--- src/rtl/lsqe_pkg.sv ---
// shared types, constants and helpers of the line segment quad expander
package lsqe_pkg;

  localparam int SampleW = 16;
  localparam int CoordW  = 18;
  localparam int ZW      = 18;
  localparam int HwW     = 20;
  localparam int MlW     = 16;
  localparam int QuotW   = 21;
  localparam int DirW    = 22;
  localparam int NumW    = 38;
  localparam int SqW     = 36;
  localparam int OutW    = 24;
  localparam int SumW    = 26;

  localparam logic [2:0] ADDR_HALF_WIDTH = 3'd0;
  localparam logic [2:0] ADDR_MIN_LENGTH = 3'd4;

  localparam logic [2:0] VTX_FIRST = 3'd0;
  localparam logic [2:0] VTX_2     = 3'd2;
  localparam logic [2:0] VTX_4     = 3'd4;
  localparam logic [2:0] VTX_LAST  = 3'd5;

  typedef struct packed {
    logic signed [CoordW-1:0] px;
    logic signed [CoordW-1:0] py;
    logic signed [CoordW-1:0] qx;
    logic signed [CoordW-1:0] qy;
    logic signed [CoordW-1:0] dx;
    logic signed [CoordW-1:0] dy;
    logic                     fs;
    logic                     fe;
  } side_t;

  typedef struct packed {
    logic signed [CoordW-1:0] px;
    logic signed [CoordW-1:0] py;
    logic signed [CoordW-1:0] qx;
    logic signed [CoordW-1:0] qy;
    logic signed [DirW-1:0]   ux;
    logic signed [DirW-1:0]   uy;
    logic [ZW-1:0]            z;
    logic                     fs;
    logic                     fe;
  } seg_t;

  function automatic logic signed [OutW-1:0] sat24(input logic signed [SumW-1:0] v);
    logic signed [SumW-1:0] hi;
    logic signed [SumW-1:0] lo;
    hi = SumW'(signed'(25'sd8388607));
    lo = -SumW'(signed'(25'sd8388608));
    if (v > hi) begin
      sat24 = {1'b0, {(OutW-1){1'b1}}};
    end else if (v < lo) begin
      sat24 = {1'b1, {(OutW-1){1'b0}}};
    end else begin
      sat24 = v[OutW-1:0];
    end
  endfunction

endpackage

--- src/rtl/lsqe_sqrt.sv ---
// pipelined integer square root, one result bit per stage
module lsqe_sqrt (
  input  logic                 clk_i,
  input  logic                 rst_ni,
  input  logic                 adv_i,
  input  logic                 valid_i,
  input  logic [34:0]          dxx_i,
  input  logic [34:0]          dyy_i,
  input  lsqe_pkg::side_t      side_i,
  output logic                 valid_o,
  output logic [lsqe_pkg::ZW-1:0] z_o,
  output lsqe_pkg::side_t      side_o
);
  import lsqe_pkg::*;

  logic [SqW-1:0] rem_q  [0:ZW];
  logic [ZW-1:0]  root_q [0:ZW];
  logic           vld_q  [0:ZW];
  side_t          side_q [0:ZW];

  always_ff @(posedge clk_i or negedge rst_ni) begin
    if (!rst_ni) begin
      vld_q[0] <= 1'b0;
    end else if (adv_i) begin
      vld_q[0] <= valid_i;
    end
  end

  always_ff @(posedge clk_i) begin
    if (adv_i) begin
      rem_q[0]  <= {1'b0, dxx_i} + {1'b0, dyy_i};
      root_q[0] <= '0;
      side_q[0] <= side_i;
    end
  end

  for (genvar k = 0; k < ZW; k++) begin : g_stage
    localparam int B = ZW - 1 - k;
    logic [SqW-1:0] trial;
    assign trial = ({{(SqW-ZW){1'b0}}, root_q[k]} << (B + 1)) + (SqW'(1) << (2 * B));

    always_ff @(posedge clk_i or negedge rst_ni) begin
      if (!rst_ni) begin
        vld_q[k+1] <= 1'b0;
      end else if (adv_i) begin
        vld_q[k+1] <= vld_q[k];
      end
    end

    always_ff @(posedge clk_i) begin
      if (adv_i) begin
        side_q[k+1] <= side_q[k];
        if (rem_q[k] >= trial) begin
          rem_q[k+1]  <= rem_q[k] - trial;
          root_q[k+1] <= root_q[k] | (ZW'(1) << B);
        end else begin
          rem_q[k+1]  <= rem_q[k];
          root_q[k+1] <= root_q[k];
        end
      end
    end
  end

  assign valid_o = vld_q[ZW];
  assign z_o     = root_q[ZW];
  assign side_o  = side_q[ZW];

endmodule

--- config.mk ---
export PLATFORM = sky130hd
export DESIGN_NAME = lsqe_sqrt
export DESIGN_NICKNAME = d
export VERILOG_FILES = /design/src/rtl/lsqe_pkg.sv /design/src/rtl/lsqe_sqrt.sv
export SDC_FILE = /design/constraint.sdc
export NUM_CORES = 2
export LEC_CHECK = 0
export BUFFER_PORTS_ARGS = -buffer_cell sky130_fd_sc_hd__buf_2
export CAP_MARGIN = 10
export CORE_UTILIZATION = 65
export DETAILED_ROUTE_END_ITERATION = 6
export PLACE_DENSITY = 0.92
export SETUP_SLACK_MARGIN = 0.5
export SLEW_MARGIN = 20
export SYNTH_ARGS = -nofsm -noshare
export SYNTH_HDL_FRONTEND = slang
export SYNTH_SLANG_ARGS = --single-unit
--- constraint.sdc ---
create_clock -name clk_i -period 5.55 [get_ports clk_i]
set_input_delay 0.555 -clock clk_i [delete_from_list [all_inputs] [get_ports clk_i]]
set_output_delay 0.555 -clock clk_i [all_outputs]
set_load 0.005 [all_outputs]
==> flow_summary_export.csv <==
group,metric,value,unit
status,status,"completed",
floorplanning,boundaryPins,313,
critical_path,end_kind,"flip-flop",
timing,hold_viol_final,0,
pwr,finalPower,49.7,mW
timing,setup_viol,0,
global_routing,antenna_found_initial,7,
yosys,synthXorXnorAreaFrac,2.35,%
yosys,yosys_warnings,0,
critical_path,start_kind,"flip-flop",
yosys,synth_compound_area_share,3.68,%
floorplanning,rows,145,
yosys,yosysSeqAreaShare,84.9,%
timing,slew_viol_final,0,
clock_network,cts_buffers,291,
timing,setup_tns,0,ns
flow_run,maxCapViolCount,0,
routing,wl,202000,um
yosys,synthSimpleGateAreaFrac,4.59,%
routing,wire_per_inst,24.5,um
critical_path,crit_fanout,21,
routing,num_vias,48957,
place,dp_hpwl,107000,um
place,postPlaceCellArea,108000,um^2
routing,initialDrtViolationCount,4182,
critical_path,cp_num_buf_inv,2,
clock_network,cts_tree,"yes",
yosys,synth_fa_ha_area_share,2.69,%
finish,syn_to_final_growth,14.0,%
critical_path,path_delay_family,"compound AO/OA/AOI/OAI gates",
timing,worst_pin_slew,1.06,ns
routing,antenna_left,0,
pwr,ir_worst_vdd,0.000404,V
clock_network,post_cts_buffers,0,
place,pre_cts_ws,1.44,ns
finish,stdcell_count,8258,
clock_network,hold_buffers,114,
timing,fin_ws,1.34,ns
floorplanning,die_w,401,um
critical_path,path_class,"flip-flop to flip-flop",
timing,worst_hold_slack,0.0403,ns
finish,fin_nets,6402,
routing,avgViaCountPerCell,5.93,
clock_network,clockBufferDepth,4,
routing,drc_errors,0,
critical_path,worstPathRequired,6.14,ns
yosys,async_flop_share,0.649,%
global_routing,grt_pass1_vias,51156,
finish,drive_gt1_share,13.2,%
pwr,p_per_area,422,nW/um^2
place,placed_cells,7645,
worst_hold_path,worst_hold_path_type,"input port to flip-flop",
clock_network,cts_sinks,2928,
yosys,syn_inst,5311,
floorplanning,initial_core_util,65.8,%
yosys,synth_area_per_cell,19.5,um^2
clock_network,clk_transition_reported_paths,0.07,ns
timing,rsz0062_at_grt,"no",
yosys,syn_area,103000,um^2
global_routing,grt_usage,25.0,%
place,gp_congestion,0.932,
critical_path,path_cells,"inv_1 -> ha_1 -> nor2b_1 -> o21ai_0 -> a21boi_0 -> o31a_1 -> o21ai_0 -> and3_1 -> inv_1 -> and3b_1 -> xor2_1",
yosys,synthMuxAreaShare,0.565,%
timing,period_share,75.8,%
yosys,netlist.area_leader.share,84.5,%
clock_network,clk_latency,0.91,ns
place,io_buffers,312,
critical_path,arrival,4.80,ns
critical_path,max_stage_delay,0.80,ns
floorplanning,die_h,401,um
critical_path,crit_path_top_delay_cell,"and3_1",
global_routing,grt_max_degree,218,
finish,multi_input_area,14400,um^2
timing,period_minus_slack,4.21,ns
yosys,netlist_top_cells_area,"edfxtp_1, ha_1, xnor2_1, xor2_1, inv_1",
clock_network,cts_root_buf,"clkbuf_16",
finish,regArea,87800,um^2
finish,final_area,118000,um^2
global_routing,grt_pass1_wl,300000,um
yosys,synth_top_family_by_area,"simple AND/OR/NAND/NOR gates",
clock_network,cts_resized,0,
routing,drtPass1Iterations,6,
timing,slew_headroom,29.1,%
yosys,ys.flop_type,"edfxtp_1",
floorplanning,dieArea,161000,um^2
global_routing,grt-ovfl-total,0,
pwr,p_leak,42.1,nW
finish,fillerInstances,8262,
yosys,synth_enable_flop_cells,2909,
finish,fin_util,75.0,%
clock_network,cts_htree_levels,5,
timing,timing.fmax,0.238,GHz
yosys,synth_top_area_cell,"edfxtp_1",
floorplanning,core_area,157000,um^2
yosys,ys_seq_elements,2928,
yosys,synthesis.nets,5717,
timing,finalClockSkew,0.0577,ns
yosys,synth_cell_types,77,
## layer usage
layer	vias to the layer above	GRT usage, %	part of all wire (%)
met2	2152	48.1	56
li1	21968	-	-
met4	4	11.7	4.9
met3	609	4.35	5.4
met1	24224	26.3	34
met5	-	0	0.011
## report_power, final
part	switching (mW)	total, mW	internal [mW]
Combinational	2.03	3.28	1.24
Sequential	0.941	27.3	26.4
Clock	8.17	19.1	10.9
Total	11.1	49.7	38.5
## cell type report
cell class	instances	area share (%)
flip-flops and latches	2928	74.5
multi-input cells	2066	12.2
clock buffers	359	6.54
repair buffers	466	2.67
well taps	2058	2.19
clock inverters	136	1.09
inverters	243	0.774
diodes	2	0.00425
## final timing paths
kind	from	endpoint	slack, ns	cells past startpoint
worst max-delay path	root_q[10][8]$_SDFFCE_PN1P_	rem_q[11][26]$_DFFE_PP_	1.34	11
worst min-delay path	adv_i	side_q[0][4]$_DFFE_PP_	0.04	1
worst max register to register	root_q[10][8]$_SDFFCE_PN1P_	rem_q[11][26]$_DFFE_PP_	1.34	11
worst min register to register	side_q[12][3]$_DFFE_PP_	side_q[13][3]$_DFFE_PP_	0.37	0
max in group asynchronous	rst_ni	vld_q[13]$_DFFE_PN0P_	5.08	2
min in group asynchronous	rst_ni	vld_q[3]$_DFFE_PN0P_	0.17	2
## sequential cells by signal, summed over array words and instances (netlist names)
name,flops
rem_q,648
side_q,2090
root_q,171
valid_o,1
vld_q,18
## Yosys cell counts, drive strengths merged, types with 12 or more instances
cell,count
o21a,42
xnor2,157
clkbuf,58
nor3,88
nand3,62
nand2,217
a21boi,12
nand4b,13
nor3b,12
nor2,180
or4,17
o21ai,169
a211oi,24
nand2b,44
edfxtp,2909
o211ai,17
dfrtp,19
o21bai,12
a21oi,162
or3,33
xor2,121
nor4,87
inv,243
ha,221
nor4b,21
nand4,43
a21o,64
buf,16
and3,13
nor2b,29
mux2,43
o31ai,26
## cell usage in the layout, fill, tap and decap left out, types with 21 or more instances in the layout
master / n
o31ai_1: 25
dlygate4sd3_1: 114
buf_4: 30
o21ai_0: 169
a21o_1: 64
clkbuf_1: 60
nor3_1: 85
nor4_1: 87
nand2b_1: 44
xnor2_1: 157
ha_1: 221
clkinv_2: 46
a21oi_1: 162
clkinv_1: 45
or3_1: 33
nand2_1: 217
nor2_1: 180
mux2_2: 43
bufinv_16: 23
buf_2: 311
xor2_1: 121
a211oi_1: 24
edfxtp_1: 2909
nor2b_1: 29
o21a_1: 42
inv_1: 242
clkbuf_16: 299
nor4b_1: 21
nand3_1: 62
nand4_1: 43
## cell families after synthesis
kind of cell,after synthesis
buffers and inverters,317
AOI/OAI and AO/OA,603
adders and majority gates,222
DFF,2928
and+or+nand+nor,910
muxes,53
xor gates and xnor gates,278
Note: power is estimated with default switching activity, not from simulation.
