--- src/rtl/lsqe_pkg.sv ---
// shared types, constants and helpers of the line segment quad expander
package lsqe_pkg;

  localparam int SampleW = 16;
  localparam int CoordW  = 18;
  localparam int ZW      = 18;
  localparam int HwW     = 20;
  localparam int MlW     = 16;
  localparam int QuotW   = 21;
  localparam int DirW    = 22;
  localparam int NumW    = 38;
  localparam int SqW     = 36;
  localparam int OutW    = 24;
  localparam int SumW    = 26;

  localparam logic [2:0] ADDR_HALF_WIDTH = 3'd0;
  localparam logic [2:0] ADDR_MIN_LENGTH = 3'd4;

  localparam logic [2:0] VTX_FIRST = 3'd0;
  localparam logic [2:0] VTX_2     = 3'd2;
  localparam logic [2:0] VTX_4     = 3'd4;
  localparam logic [2:0] VTX_LAST  = 3'd5;

  typedef struct packed {
    logic signed [CoordW-1:0] px;
    logic signed [CoordW-1:0] py;
    logic signed [CoordW-1:0] qx;
    logic signed [CoordW-1:0] qy;
    logic signed [CoordW-1:0] dx;
    logic signed [CoordW-1:0] dy;
    logic                     fs;
    logic                     fe;
  } side_t;

  typedef struct packed {
    logic signed [CoordW-1:0] px;
    logic signed [CoordW-1:0] py;
    logic signed [CoordW-1:0] qx;
    logic signed [CoordW-1:0] qy;
    logic signed [DirW-1:0]   ux;
    logic signed [DirW-1:0]   uy;
    logic [ZW-1:0]            z;
    logic                     fs;
    logic                     fe;
  } seg_t;

  function automatic logic signed [OutW-1:0] sat24(input logic signed [SumW-1:0] v);
    logic signed [SumW-1:0] hi;
    logic signed [SumW-1:0] lo;
    hi = SumW'(signed'(25'sd8388607));
    lo = -SumW'(signed'(25'sd8388608));
    if (v > hi) begin
      sat24 = {1'b0, {(OutW-1){1'b1}}};
    end else if (v < lo) begin
      sat24 = {1'b1, {(OutW-1){1'b0}}};
    end else begin
      sat24 = v[OutW-1:0];
    end
  endfunction

endpackage

--- src/rtl/lsqe_emit.sv ---
// vertex sequencer: holds one segment and hands out its six vertices
module lsqe_emit (
  input  logic                     clk_i,
  input  logic                     rst_ni,
  input  logic                     valid_i,
  input  lsqe_pkg::seg_t           seg_i,
  input  logic [lsqe_pkg::HwW-1:0] hw_i,
  output logic                     take_o,
  output logic                     out_valid_o,
  input  logic                     out_stall_i,
  output logic [2:0]               vertex_number_o,
  output logic signed [23:0]       pos_x_o,
  output logic signed [23:0]       pos_y_o,
  output logic signed [23:0]       attr_a_o,
  output logic signed [23:0]       attr_b_o,
  output logic [17:0]              seg_length_o,
  output logic                     tex_u_o,
  output logic                     tex_v_o,
  output logic                     last_vertex_o,
  output logic                     first_of_frame_o,
  output logic                     end_of_frame_o
);
  import lsqe_pkg::*;

  logic       vld_q;
  logic [2:0] cnt_q;
  logic [2:0] cnt_d;
  seg_t       seg_q;
  logic       xfer;

  assign xfer   = vld_q && !out_stall_i;
  assign take_o = !vld_q || (xfer && cnt_q == VTX_LAST);

  always_comb begin
    cnt_d = cnt_q;
    if (take_o) begin
      cnt_d = VTX_FIRST;
    end else if (xfer) begin
      cnt_d = cnt_q + 3'd1;
    end
  end

  always_ff @(posedge clk_i or negedge rst_ni) begin
    if (!rst_ni) begin
      vld_q <= 1'b0;
      cnt_q <= VTX_FIRST;
    end else begin
      cnt_q <= cnt_d;
      if (take_o) begin
        vld_q <= valid_i;
      end
    end
  end

  always_ff @(posedge clk_i) begin
    if (take_o && valid_i) begin
      seg_q <= seg_i;
    end
  end

  logic at_end;
  logic plus;
  logic signed [SumW-1:0] bx, by, vx, vy, hw_s, za;

  always_comb begin
    at_end = 1'b0;
    plus   = 1'b0;
    case (cnt_q)
      VTX_2:    at_end = 1'b1;
      VTX_4:    at_end = 1'b1;
      VTX_LAST: begin
        at_end = 1'b1;
        plus   = 1'b1;
      end
      default:  plus = cnt_q[0];
    endcase
  end

  assign hw_s = signed'({{(SumW-HwW){1'b0}}, hw_i});
  assign za   = signed'({{(SumW-ZW){1'b0}}, seg_q.z}) + hw_s;
  assign bx = at_end ? SumW'(seg_q.qx) + SumW'(seg_q.ux) : SumW'(seg_q.px) - SumW'(seg_q.ux);
  assign by = at_end ? SumW'(seg_q.qy) + SumW'(seg_q.uy) : SumW'(seg_q.py) - SumW'(seg_q.uy);
  // normal is (-uy, ux)
  assign vx = plus ? bx - SumW'(seg_q.uy) : bx + SumW'(seg_q.uy);
  assign vy = plus ? by + SumW'(seg_q.ux) : by - SumW'(seg_q.ux);

  assign out_valid_o      = vld_q;
  assign vertex_number_o  = cnt_q;
  assign pos_x_o          = sat24(vx);
  assign pos_y_o          = sat24(vy);
  assign attr_a_o         = at_end ? sat24(za) : sat24(-hw_s);
  assign attr_b_o         = plus ? sat24(hw_s) : sat24(-hw_s);
  assign seg_length_o     = seg_q.z;
  assign tex_u_o          = plus;
  assign tex_v_o          = at_end;
  assign last_vertex_o    = (cnt_q == VTX_LAST);
  assign first_of_frame_o = seg_q.fs;
  assign end_of_frame_o   = seg_q.fe;

endmodule

--- config.mk ---
export PLATFORM = sky130hd
export DESIGN_NAME = lsqe_emit
export DESIGN_NICKNAME = d
export VERILOG_FILES = /design/src/rtl/lsqe_pkg.sv /design/src/rtl/lsqe_emit.sv
export SDC_FILE = /design/constraint.sdc
export NUM_CORES = 1
export LEC_CHECK = 0
export BUFFER_PORTS_ARGS = -buffer_cell sky130_fd_sc_hd__buf_2
export CORE_UTILIZATION = 35
export CTS_CLUSTER_DIAMETER = 80
export DETAILED_ROUTE_END_ITERATION = 10
export PLACE_DENSITY = 0.56
export SKIP_LAST_GASP = 1
export SYNTH_ARGS = -nofsm -noshare
export SYNTH_HDL_FRONTEND = slang
export SYNTH_SLANG_ARGS = --single-unit
--- constraint.sdc ---
create_clock -name clk_i -period 7.3 [get_ports clk_i]
set_input_delay 0.73 -clock clk_i [delete_from_list [all_inputs] [get_ports clk_i]]
set_output_delay 0.73 -clock clk_i [all_outputs]
set_load 0.005 [all_outputs]
==> impl_metrics.env, run 1 <==
export IMPL_synthMuxAreaShare_pct=0.418
export IMPL_crit_top_cell="a21oi_1"
export IMPL_drtIter0Drc=754
export IMPL_synth_net_count=1951
export IMPL_fin_crit_sh_pct=94.5
export IMPL_outcome="finished clean"
export IMPL_dp_hpwl_mm=37.2
export IMPL_area_delta_synth_final_pct=17.4
export IMPL_worstPathCellList="ha_1 > fa_1 > nand2b_1 > a211o_1 > a31oi_1 > a21oi_1 > o21bai_1 > a21oi_1 > xnor2_1 > nand2_1 > o21ai_0 > ha_1 > a21o_1 > a21oi_1 > a2bb2oi_1 > o21ai_0 > a21oi_1 > o21ai_0 > a21oi_1 > xor2_2 > o21ai_2 > a21o_1 > buf_2"
export IMPL_antenna_found_initial=1
export IMPL_tns_ns=0
export IMPL_dominantRegCellSynth="edfxtp_1"
export IMPL_pin_count=284
export IMPL_num_rows=73
export IMPL_fp_dieW_um=205
export IMPL_post_cts_buffers=0
export IMPL_synth_top_family_by_area="compound AO/OA/AOI/OAI gates"
export IMPL_cp_slowest_stage_delay_ns=0.68
export IMPL_path_class="register to output port"
export IMPL_vias_per_cell=5.34
export IMPL_r2r_cells=6
export IMPL_die_area_um2=41900
export IMPL_wl_mm=46.3
export IMPL_fmax_ghz=0.145
export IMPL_hp_class="primary input to async pin"
export IMPL_cts_buffers_inserted=17
export IMPL_cp_end_kind="output port"
export IMPL_num_vias=13000
export IMPL_synth_top_cell_by_area="edfxtp_1"
export IMPL_cp_slowest_cell="o21ai_2"
export IMPL_clk_path_buf_depth=2
export IMPL_insertion_delay_ns=0.46
export IMPL_synth_xor_area_share_pct=11.6
export IMPL_synth_compound_area_share_pct=25.3
export IMPL_portBuffers=283
export IMPL_final_antenna_net_count=0
export IMPL_maxSlewViolCount=0
export IMPL_grtUsageTotal_pct=21.8
export IMPL_timing_slew_headroom_pct=29.0
export IMPL_crit_fanout=11
export IMPL_final_hold_viol_count=0
export IMPL_nNetsFinal=2218
export IMPL_r2r_slack_ns=3.94
export IMPL_drc=0
export IMPL_fillerInstances=4037
export IMPL_final_common_cell="buf_2"
export IMPL_setup_viol=0
export IMPL_synth_top_area_share_pct=28.4
export IMPL_synthTopCellsByArea="edfxtp_1, ha_1, xnor2_1"
export IMPL_r2r_start="vertex_number_o[1]"
export IMPL_ys_warn_count=0
export IMPL_fin_worst_skew_ns=0.0174
export IMPL_maxCapViolCount=0
export IMPL_layout_common_cells="buf_2, ha_1, a21oi_1"
export IMPL_synth_cell_types=84
export IMPL_dr_pass1_iters=5
export IMPL_grt_pass1_wl_mm=69.0
export IMPL_grt_max_degree=78
export IMPL_syn_cell_area_um2=14400
export IMPL_synth_fa_ha_area_share_pct=15.2
export IMPL_cts_tree="done"
export IMPL_hold_buffers=0
export IMPL_dieHeight_um=205
export IMPL_synth_edf_count=136
export IMPL_r2r_end="seg_q[89]"
export IMPL_synth_seq_area_share_pct=29.1
export IMPL_path_clk_slew_ns=0.07
export IMPL_htreeDepth=4
export IMPL_rsz0062_at_grt="false"
export IMPL_yosys_area_share_simple_pct=13.6
export IMPL_ctsRootBufferMaster="clkbuf_16"
export IMPL_syn_area_per_cell_um2=8.86
export IMPL_cp_start_kind="register"
export IMPL_post_drt_wl_per_cell_um=19.1
export IMPL_grt_pass1_vias=12500
export IMPL_post_cts_resized=0
export IMPL_grt_overflow_total=0
export IMPL_cts_num_sinks=140
export IMPL_syn_inst=1621
export IMPL_tightest_slew_ns=1.07
export IMPL_initial_core_util_pct=35.8
export IMPL_fin_crit_ns=6.90
export IMPL_coreArea_um2=40100
export IMPL_worstPathArrival_ns=6.17
export IMPL_place_congestion=0.916
export IMPL_async_flop_share_pct=2.86
export IMPL_drive_gt1_share_pct=20.1
export IMPL_ys_ff_latch=140
export IMPL_required_ns=6.57
worst max-delay path, delay by kind of cell (launching register included):
family	cells	cell delay, ns
compound gates	15	3.51
xor+xnor	2	0.32
fa+ha+maj	3	1.05
buf+inv	1	0.10
flops	1	0.47
simple gates	2	0.24
flip-flops by register name (all words and copies together), names as in the netlist:
register          cells
seg_q               116
seg_length_o         18
vertex_number_o       3
first_of_frame_o      1
end_of_frame_o        1
out_valid_o           1
area by class of cell:
cell class                      count  area, µm²  share of cell area, %
Multi-Input combinational cell   1326       9540                   56.6
Clock inverter                     13        106                  0.631
Sequential cell                   140       4180                   24.8
Tap cell                          525        657                   3.90
Antenna cell                        1       2.50                 0.0148
Clock buffer                       19        433                   2.57
Timing Repair Buffer              299       1540                   9.16
Inverter                          104        390                   2.32
per-layer routing:
| metal | up-vias | share of wire [%] | track usage, % |
|---|---|---|---|
| met2 | 400 | 48 | 37.3 |
| met4 | 2 | 2.1 | 7.33 |
| li1 | 6478 | - | - |
| met3 | 51 | 5.0 | 3.69 |
| met1 | 6023 | 45 | 27.6 |
| met5 | - | 0.035 | 0 |
worst max-delay path by stage:
stage                          from          end  slack [ns]  cells after the start
final                     seg_q[20]   pos_y_o[1]        0.40                     23
after global routing      seg_q[43]   pos_x_o[4]       0.001                     25
after CTS                 seg_q[20]   pos_y_o[2]        0.02                     25
after detailed placement  seg_q[20]   pos_y_o[2]        0.55                     25
after global placement    seg_q[20]   pos_y_o[1]        0.71                     25
after floorplan           seg_q[43]  pos_x_o[10]        1.81                     23
cells by family after synthesis:
| family | after synthesis |
|---|---|
| mux | 6 |
| fa+ha+maj | 170 |
| compound gates | 559 |
| simple gates | 402 |
| flops | 140 |
| xor+xnor | 188 |
| buf+inv | 156 |
per-stage QoR:
| stage | cell area [µm²] | cells | utilization (%) | hold WS [ns] | worst slack (ns) |
|---|---|---|---|---|---|
| finish | 16900 | 2427 | 42.0 | 0.0629 | 0.401 |
| global route | 16900 | 2426 | 42.0 | 0.0441 | 0.000951 |
| CTS | 16800 | 2425 | 41.9 | 0.0346 | 0.0167 |
| detailed placement | 16300 | 2393 | 40.6 | 0.541 | 0.555 |
| global placement | 16300 | 2393 | 40.6 | 0.543 | 0.708 |
| floorplan | 14400 | 1621 | - | 0.434 | 1.81 |
Yosys cell counts, drive strengths merged, types with 24 or more instances:
master	number
ha	163
nand2b	26
buf	32
nand2	107
edfxtp	136
nand3	26
o21ai	131
xnor2	124
a31oi	24
nor2	133
a21o	98
inv	104
a21oi	164
xor2	64
Power of run 1 is left out: the tool's default activity adds up to more than one toggle a clock period on the data nets, which glitch-free logic cannot reach.
==> inputs of run 2 (changes only) <==
Settings changed: CELL_PAD_IN_SITES_DETAIL_PLACEMENT set to 1, CELL_PAD_IN_SITES_GLOBAL_PLACEMENT set to 2, CORE_UTILIZATION 35 to 34, PLACE_DENSITY 0.56 to 0.83.
==> run 2 against run 1 <==
Net effect:
- sequential cell count did not move
- setup slack worse by 0.026 ns
- clock skew hardly changed
- non-clock buffer count stayed put
- global-route usage rose by 1.4 points
- critical path type unchanged
==> impl_metrics.env, run 2 (synthesis gave the netlist of run 1 again) <==
export IMPL_holdPathStages=1
export IMPL_antenna_found_initial=1
export IMPL_top_register="seg_q"
export IMPL_required_ns=6.57
export IMPL_portBuffers=283
export IMPL_fp_dieW_um=208
export IMPL_pin_count=284
export IMPL_maxCapViolCount=0
export IMPL_final_common_cell="buf_2"
export IMPL_r2r_end="seg_q[125]"
export IMPL_grt_pass1_wl_mm=76.8
export IMPL_cp_start_kind="register"
export IMPL_dp_slack_ns=0.675
export IMPL_fin_ws_ns=0.375
export IMPL_cts_tree="done"
export IMPL_r2r_cells=5
export IMPL_coreArea_um2=41300
export IMPL_fin_crit_sh_pct=94.9
export IMPL_fin_crit_ns=6.92
export IMPL_final_hold_viol_count=0
export IMPL_clk_path_buf_depth=2
export IMPL_cts_buffers_inserted=17
export IMPL_hp_class="primary input to register"
export IMPL_whs_endpoint="seg_q[94]"
export IMPL_insertion_delay_ns=0.51
export IMPL_ctsRootBufferMaster="clkbuf_16"
export IMPL_path_class="register to output port"
export IMPL_grt_pass1_vias=13600
export IMPL_timing_slew_headroom_pct=30.4
export IMPL_post_drt_wl_per_cell_um=20.7
export IMPL_largest_register_ffs=116
export IMPL_fin_worst_skew_ns=0.0176
export IMPL_grtUsageTotal_pct=23.3
export IMPL_outcome="finished clean"
export IMPL_tightest_slew_ns=1.04
export IMPL_grt_overflow_total=0
export IMPL_r2r_start="vertex_number_o[0]"
export IMPL_wl_mm=50.4
export IMPL_drc=0
export IMPL_fmax_ghz=0.144
export IMPL_maxSlewViolCount=0
export IMPL_final_util_pct=41.1
export IMPL_area_delta_synth_final_pct=18.0
export IMPL_vias_per_cell=5.42
export IMPL_setup_viol=0
export IMPL_dr_pass1_iters=6
export IMPL_r2r_slack_ns=3.92
export IMPL_nNetsFinal=2219
export IMPL_initial_core_util_pct=34.8
export IMPL_htreeDepth=4
export IMPL_dp_hpwl_mm=40.8
export IMPL_num_rows=74
export IMPL_hp_start="seg_i[94]"
export IMPL_layout_common_cells="buf_2, ha_1, a21oi_1"
export IMPL_drtIter0Drc=540
export IMPL_place_congestion=0.887
export IMPL_path_clk_slew_ns=0.09
export IMPL_final_antenna_net_count=0
export IMPL_crit_fanout=16
export IMPL_num_vias=13200
export IMPL_worstPathArrival_ns=6.19
export IMPL_cts_num_sinks=140
export IMPL_drive_gt1_share_pct=20.4
export IMPL_cp_end_kind="output port"
export IMPL_die_area_um2=43100
export IMPL_dieHeight_um=208
export IMPL_grt_max_degree=74
## run 2: cell types whose count changed in the layout (fill, tap and decap cells not counted), sizes merged
cell         previous run  this run
dlygate4sd3             0         1
a21oi                 164       165
inv                   111       109
clkinvlp                1         3
bufinv                  0         2
clkbuf                 19        17
buf                   299       298
## run 2: final cells by class
type                    count  area [µm²]
clock buffers              17         425
clock inverters            15         160
fillers                  4962       24300
flip-flops and latches    140        4180
multi-input cells        1327        9580
diodes                      1        2.50
well taps                 532         666
inverters                 104         394
repair buffers            299        1550
## run 2: worst max path at each step
| stage | from | to | slack (ns) | depth (start not counted) |
|---|---|---|---|---|
| after floorplan | seg_q[43] | pos_x_o[10] | 1.81 | 23 |
| after global placement | vertex_number_o[0] | pos_x_o[4] | 0.87 | 22 |
| after detailed placement | seg_q[43] | pos_x_o[15] | 0.67 | 24 |
| after CTS | seg_q[20] | pos_y_o[2] | 0.04 | 25 |
| after global routing | seg_q[20] | pos_y_o[16] | -0.01 | 26 |
| final | vertex_number_o[0] | pos_x_o[4] | 0.38 | 22 |
## run 2: repair_timing
item | in CTS | in global routing
hold buffers | 1 | 0
hold endpoints to repair | 4 | 0
setup endpoints to repair | 0 | 46
gates resized for setup | 0 | 13
setup buffers | 0 | 2
## run 2: critical path, cell delays in order, from the launching register on
cell	delay, ns
dfrtp_1	0.47
inv_1	0.12
ha_1	0.17
nor2b_1	0.05
o21ai_0	0.25
and2_1	0.19
buf_4	0.26
clkinvlp_4	0.44
a31oi_1	0.37
xnor2_1	0.18
ha_1	0.38
o21a_1	0.16
o31ai_2	0.12
a221oi_1	0.63
nor4_1	0.14
nor2_1	0.36
a31oi_1	0.16
xor2_1	0.25
nor3_1	0.11
a311oi_4	0.32
buf_6	0.29
o21ai_0	0.13
buf_2	0.14
## run 2: metal layers
layer | wire length [µm] | up-vias | GRT usage, % | share of wire, %
li1 | - | 6464 | - | -
met1 | 23000 | 6366 | 29.4 | 46
met2 | 24200 | 312 | 39.5 | 48
met3 | 1840 | 60 | 4.01 | 3.7
met4 | 1350 | 0 | 8.83 | 2.7
met5 | 0 | - | 0 | 0
## run 2: through the flow
step	area, µm²	std cells	TNS [ns]	hold slack [ns]
after floorplan	14400	1621	0	0.434
after global placement	16300	2397	0	0.537
after detailed placement	16300	2397	0	0.543
after CTS	16900	2430	0	0.358
after global routing	17000	2434	-0.0851	0.380
final	17000	2435	0	0.396
Power of run 2 is left out for the same reason.
